### config.mk
export PLATFORM = sky130hd
export DESIGN_NAME = iucc_front
export DESIGN_NICKNAME = d
export VERILOG_FILES = /design/src/design/iucc_pkg.sv /design/src/design/iucc_front.sv
export SDC_FILE = /design/constraint.sdc
export NUM_CORES = 1
export LEC_CHECK = 0
export BUFFER_PORTS_ARGS = -buffer_cell sky130_fd_sc_hd__clkbuf_2
export CORE_ASPECT_RATIO = 0.7
export CORE_MARGIN = 2
export CORE_UTILIZATION = 57
export DETAILED_ROUTE_END_ITERATION = 8
export PLACE_DENSITY = 0.79
export SYNTH_ARGS = -nofsm -noshare
export SYNTH_HDL_FRONTEND = slang
export SYNTH_SLANG_ARGS = --single-unit
### constraint.sdc
create_clock -name clk -period 9.9 [get_ports clk]
set_input_delay 1.98 -clock clk [delete_from_list [all_inputs] [get_ports clk]]
set_output_delay 1.98 -clock clk [all_outputs]
set_load 0.01 [all_outputs]
### src/design/iucc_pkg.sv
// Shared types, constants and a helper function of the IPv4/UDP checksum checker.
package iucc_pkg;

    localparam int MAX_FRAME_BYTES = 2048;
    localparam int POS_W           = $clog2(MAX_FRAME_BYTES + 1);

    localparam int          LHB_W     = 6;
    localparam logic [5:0]  LHB_RESET = 6'd14;
    localparam int          ADDR_W    = 3;
    localparam int          DATA_W    = 32;
    localparam logic        REG_LINK_HDR_IDX = 1'b0;

    localparam logic [3:0]  IHL_MIN         = 4'd5;
    localparam int          IP_SUM_LO_BYTE  = 11;
    localparam int          IP_ADDR_FIRST   = 12;
    localparam int          IP_ADDR_END     = 20;
    localparam int          UDP_HDR_BYTES   = 8;
    localparam int          UDP_LEN_LO_BYTE = 5;
    localparam int          UDP_SUM_LO_BYTE = 7;
    localparam logic [15:0] UDP_PROTO       = 16'd17;
    localparam int          NEED_W          = 17;

    localparam int QUEUE_DEPTH = 4;
    localparam int Q_PTR_W     = $clog2(QUEUE_DEPTH);
    localparam int Q_CNT_W     = $clog2(QUEUE_DEPTH + 1);

    typedef enum logic [2:0] {
        OP_NONE,
        OP_IP_ADD,
        OP_IP_UDP_ADD,
        OP_UDP_ADD,
        OP_UDP_ADD2,
        OP_STORE_IP,
        OP_STORE_UDP
    } op_t;

    typedef struct packed {
        op_t         op;
        logic [15:0] word;
        logic        last;
        logic        short_frame;
    } q_entry_t;

    typedef struct packed {
        logic               full;
        logic               empty;
        logic [Q_CNT_W-1:0] count;
    } q_status_t;

    function automatic logic [15:0] fold_add(input logic [15:0] acc, input logic [15:0] word);
        logic [16:0] s;
        s = {1'b0, acc} + {1'b0, word};
        return s[15:0] + {15'b0, s[16]};
    endfunction

endpackage

### src/design/iucc_front.sv
// Front part: tracks the frame position and classifies each byte into a sum operation.
module iucc_front (
    input  logic                     clk,
    input  logic                     rst_n,
    input  logic                     accept,
    input  logic [7:0]               frame_byte,
    input  logic                     end_of_frame,
    input  logic [iucc_pkg::LHB_W-1:0] link_header_bytes,
    output iucc_pkg::q_entry_t       push_entry
);

    logic [iucc_pkg::POS_W-1:0] pos_reg, pos_next;
    logic [3:0]                 hw_reg, hw_next;
    logic [15:0]                len_reg, len_next;
    logic [7:0]                 hold_reg, hold_next;

    logic                           active;
    logic                           in_span;
    logic [iucc_pkg::POS_W-1:0]     rel;
    logic [iucc_pkg::POS_W-1:0]     rel_u;
    logic [iucc_pkg::POS_W-1:0]     rel_p;
    logic [5:0]                     hdr_bytes;
    logic [15:0]                    plen;
    logic [15:0]                    word;
    logic                           payload_hit;
    logic                           payload_last;
    logic [15:0]                    len_floor;
    logic [iucc_pkg::NEED_W-1:0]    need;
    iucc_pkg::op_t                  op;
    logic [15:0]                    word_out;

    always_comb
    begin
        active    = pos_reg < iucc_pkg::POS_W'(iucc_pkg::MAX_FRAME_BYTES);
        in_span   = pos_reg >= iucc_pkg::POS_W'(link_header_bytes);
        rel       = pos_reg - iucc_pkg::POS_W'(link_header_bytes);
        hdr_bytes = {hw_reg, 2'b00};
        rel_u     = rel - iucc_pkg::POS_W'(hdr_bytes);
        rel_p     = rel_u - iucc_pkg::POS_W'(iucc_pkg::UDP_HDR_BYTES);
        plen      = (len_reg >= 16'(iucc_pkg::UDP_HDR_BYTES))
                    ? len_reg - 16'(iucc_pkg::UDP_HDR_BYTES) : 16'd0;
        word      = {hold_reg, frame_byte};
        payload_hit  = 16'(rel_p) < plen;
        payload_last = (16'(rel_p) + 16'd1) == plen;

        op        = iucc_pkg::OP_NONE;
        word_out  = word;
        hold_next = hold_reg;
        hw_next   = hw_reg;
        len_next  = len_reg;

        if (active && in_span)
        begin
            if (rel < iucc_pkg::POS_W'(hdr_bytes))
            begin
                if (rel == '0)
                begin
                    hw_next = (frame_byte[3:0] < iucc_pkg::IHL_MIN) ? iucc_pkg::IHL_MIN
                                                                   : frame_byte[3:0];
                end
                if (!rel[0])
                begin
                    hold_next = frame_byte;
                end
                else if (rel == iucc_pkg::POS_W'(iucc_pkg::IP_SUM_LO_BYTE))
                begin
                    op = iucc_pkg::OP_STORE_IP;
                end
                else if (rel >= iucc_pkg::POS_W'(iucc_pkg::IP_ADDR_FIRST) &&
                         rel <  iucc_pkg::POS_W'(iucc_pkg::IP_ADDR_END))
                begin
                    op = iucc_pkg::OP_IP_UDP_ADD;
                end
                else
                begin
                    op = iucc_pkg::OP_IP_ADD;
                end
            end
            else if (rel_u < iucc_pkg::POS_W'(iucc_pkg::UDP_HDR_BYTES))
            begin
                if (!rel_u[0])
                begin
                    hold_next = frame_byte;
                end
                else if (rel_u == iucc_pkg::POS_W'(iucc_pkg::UDP_LEN_LO_BYTE))
                begin
                    len_next = word;
                    op       = iucc_pkg::OP_UDP_ADD2;
                end
                else if (rel_u == iucc_pkg::POS_W'(iucc_pkg::UDP_SUM_LO_BYTE))
                begin
                    op = iucc_pkg::OP_STORE_UDP;
                end
                else
                begin
                    op = iucc_pkg::OP_UDP_ADD;
                end
            end
            else if (payload_hit)
            begin
                if (!rel_p[0])
                begin
                    hold_next = frame_byte;
                    if (payload_last)
                    begin
                        op       = iucc_pkg::OP_UDP_ADD;
                        word_out = {frame_byte, 8'h00};
                    end
                end
                else
                begin
                    op = iucc_pkg::OP_UDP_ADD;
                end
            end
        end

        pos_next  = active ? pos_reg + iucc_pkg::POS_W'(1) : pos_reg;
        len_floor = (len_next >= 16'(iucc_pkg::UDP_HDR_BYTES))
                    ? len_next : 16'(iucc_pkg::UDP_HDR_BYTES);
        need      = iucc_pkg::NEED_W'(link_header_bytes)
                  + iucc_pkg::NEED_W'({hw_next, 2'b00})
                  + iucc_pkg::NEED_W'(len_floor);

        push_entry.op          = op;
        push_entry.word        = word_out;
        push_entry.last        = end_of_frame;
        push_entry.short_frame = iucc_pkg::NEED_W'(pos_next) < need;
    end

    always_ff @(posedge clk or negedge rst_n)
    begin
        if (!rst_n)
        begin
            pos_reg  <= '0;
            hw_reg   <= iucc_pkg::IHL_MIN;
            len_reg  <= '0;
            hold_reg <= '0;
        end
        else if (accept)
        begin
            if (end_of_frame)
            begin
                pos_reg  <= '0;
                hw_reg   <= iucc_pkg::IHL_MIN;
                len_reg  <= '0;
                hold_reg <= '0;
            end
            else
            begin
                pos_reg  <= pos_next;
                hw_reg   <= hw_next;
                len_reg  <= len_next;
                hold_reg <= hold_next;
            end
        end
    end

endmodule

==> flow_summary.yaml <==
synthesis:
  synth_cells: 650
  synthMostInstantiatedCell: "ha_1"
  ys.flop_type: "dfrtp_1"
  synthTopCellsByArea: "dfrtp_1, ha_1, xnor2_1"
  synth.distinct_cells: 72
  yosysWarnings: 0
  synth_top_area_cell: "dfrtp_1"
  syn-num-nets: 723
  netlist.area_leader.share_pct: 17.8
  ys_ff_latch: 40
  synth_edf_count: 0
  synth.yosys.seq_area_share_pct: 18.8
  netlist_area_mm2: 0.00533
  async_flop_share_pct: 100
  syn_area_per_cell_um2: 8.20
  synthTopCellsByCount: "ha_1, nor2_1, nand2_1"
pwr:
  peakVddDrop_mv: 0.0732
  cellPowerDensity_mw_per_mm2: 115
  total_power_mw: 0.758
  leakage_nw: 2.98
timing:
  max_slew_margin_pct: 31.9
  setup_violations: 1
  finalMaxSlewViolations: 0
  hold_viol: 0
  fmax_mhz: 96.8
  rsz0062_at_grt: "true"
  hold_ws_ns: 0.499
  fin_ws_ns: -0.430
  finalClockSkew_ns: 0.00856
  layout_min_cycle_time_ns: 10.33
  fin_setup_tns_ns: -0.430
  worst-slew-pin-transition_ns: 1.02
  fin_crit_sh_pct: 104
setup_path:
  critPathRequiredTime_ns: 7.92
  critPathMostFrequentCell: "o21ai_1"
  critical_path_buf_inv_count: 4
  slowest_delay_ns: 0.55
  critPathKind: "in2out"
  start_kind: "input pin"
  cp_max_fo: 5
  r2r_setup_slack_ns: 3.65
  cpMaxStageDelayCell: "fa_1"
  timing.critical_path.arrival_ns: 8.35
  crit_family: "adder cells"
  cp-end-kind: "output port"
drt:
  final_antenna_net_count: 0
  wl_per_cell_um: 19.5
  drcViolationCount: 0
  drt-initial-drc-count: 470
  vias_per_cell: 6.37
  dr.pass1.iters: 5
  wl_um: 16900
  vias: 5514
clock_network:
  clkTransAtPathRegs_ns: 0.06
  clk_latency_ns: 0.29
  cts_tree: "yes"
  cts_sinks: 40
  clk_path_buf_depth: 2
  cts.htree.levels: 2
  root_buffer: "clkbuf_16"
  cts_made_buffers: 5
placement:
  gp_congestion: 0.978
  dp_slack_ns: -0.618
  place_inst: 841
  placed_area_mm2: 0.00602
  io_buffers: 38
  dp_hpwl_um: 12200
floorplanning:
  rows: 29
  initial_core_util_pct: 58.7
  die_w_um: 120
  io_pins: 39
  coreArea_mm2: 0.00907
  die_area_mm2: 0.0101
  die_h_um: 84.9
global_route:
  grt_usage_pct: 32.7
  antenna_found_initial: 0
  grt_pass1_wl_um: 26600
  gr-total-overflow: 0
  grt_max_degree: 41
  grt_pass1_vias: 5376
hold_path:
  min-delay-path-class: "reg2reg"
finish:
  largest_reg_flops: 16
  utilization_pct: 72.4
  final_nets: 813
  drive_gt1_share_pct: 26.9
  instances_no_fill: 865
  syn_to_final_growth_pct: 23.3
  antenna_cells: 0
  final_cell_area_mm2: 0.00657
run_status:
  status: "finished with violations"
  violations: "negative setup slack"
flow_run:
  maxCapViolations: 0
[worst register-to-register path: cells and delay by family (launching register included)]
| kind | cells | cell delay (ns) |
|---|---|---|
| adders and majority gates | 6 | 1.66 |
| DFF | 1 | 0.49 |
| and+or+nand+nor | 7 | 1.36 |
| muxes | 1 | 0.37 |
| buffers and inverters | 5 | 0.60 |
| AOI/OAI and AO/OA | 5 | 1.33 |
| xor gates and xnor gates | 2 | 0.33 |
[where the power goes]
group / switching, mW / internal [mW] / leakage (nW)
clock network: 0.0702 / 0.120 / 0.0840
registers: 0.00511 / 0.166 / 0.549
logic: 0.212 / 0.186 / 2.35
[routing by layer]
| metal | global-route usage, % | routed length, µm | part of all wire, % | vias to the layer above |
|---|---|---|---|---|
| met5 | 0 | 0 | 0 | - |
| met4 | 12.0 | 516 | 3.1 | 0 |
| met3 | 5.04 | 1600 | 9.5 | 48 |
| met2 | 53.0 | 7590 | 45 | 299 |
| met1 | 44.8 | 7150 | 42 | 2630 |
| li1 | - | - | - | 2537 |
[worst paths after layout]
path,startpoint,endpoint,cells past startpoint
min in group asynchronous,rst_n,pos_reg[7],1
min reg2reg,hw_reg[0],hw_reg[0],2
max reg2reg,pos_reg[0],hold_reg[6],26
min,hw_reg[0],hw_reg[0],2
max in group asynchronous,rst_n,hw_reg[1],1
max,link_header_bytes[0],push_entry[0],34
[cells by family (layout without fill, tap and decap cells)]
group	count (synthesis)	in the layout	synth area share, %
simple gates	243	243	24.9
compound gates	162	162	21.2
buf+inv	70	161	5.19
xor+xnor	59	59	11.7
fa+ha+maj	55	55	13.9
flops	40	40	18.8
mux	21	21	4.32
[placed cells by master (no fill, tap or decap), types with 12 or more instances in the layout]
master	count
nand2b_1	16
a22oi_1	12
a22o_1	19
a21oi_1	20
nor2b_1	13
nor3_1	15
clkbuf_2	35
nor2_1	39
inv_1	37
xnor2_1	24
buf_4	72
nand2_1	43
dfrtp_1	38
ha_1	42
nand3_1	21
xor2_1	21
o21ai_0	26
o2bb2ai_1	12
[final cells by class]
| type | instances | area, µm² |
|---|---|---|
| multi-input combinational | 540 | 4300 |
| fill | 671 | 2500 |
| sequential | 40 | 1000 |
| timing repair buffer | 113 | 782 |
| tap | 124 | 155 |
| inverter | 40 | 150 |
| clock buffer | 5 | 125 |
| clock inverter | 3 | 47.5 |
[repair_timing]
action / in CTS / in global routing
setup buffers: 14 / 2
pin swaps: 35 / 12
gates resized for setup: 46 / 18
hold buffers: 0 / 0
endpoints found under the setup margin: 1 / 1
No activity file was read; power rests on OpenSTA's default activity.
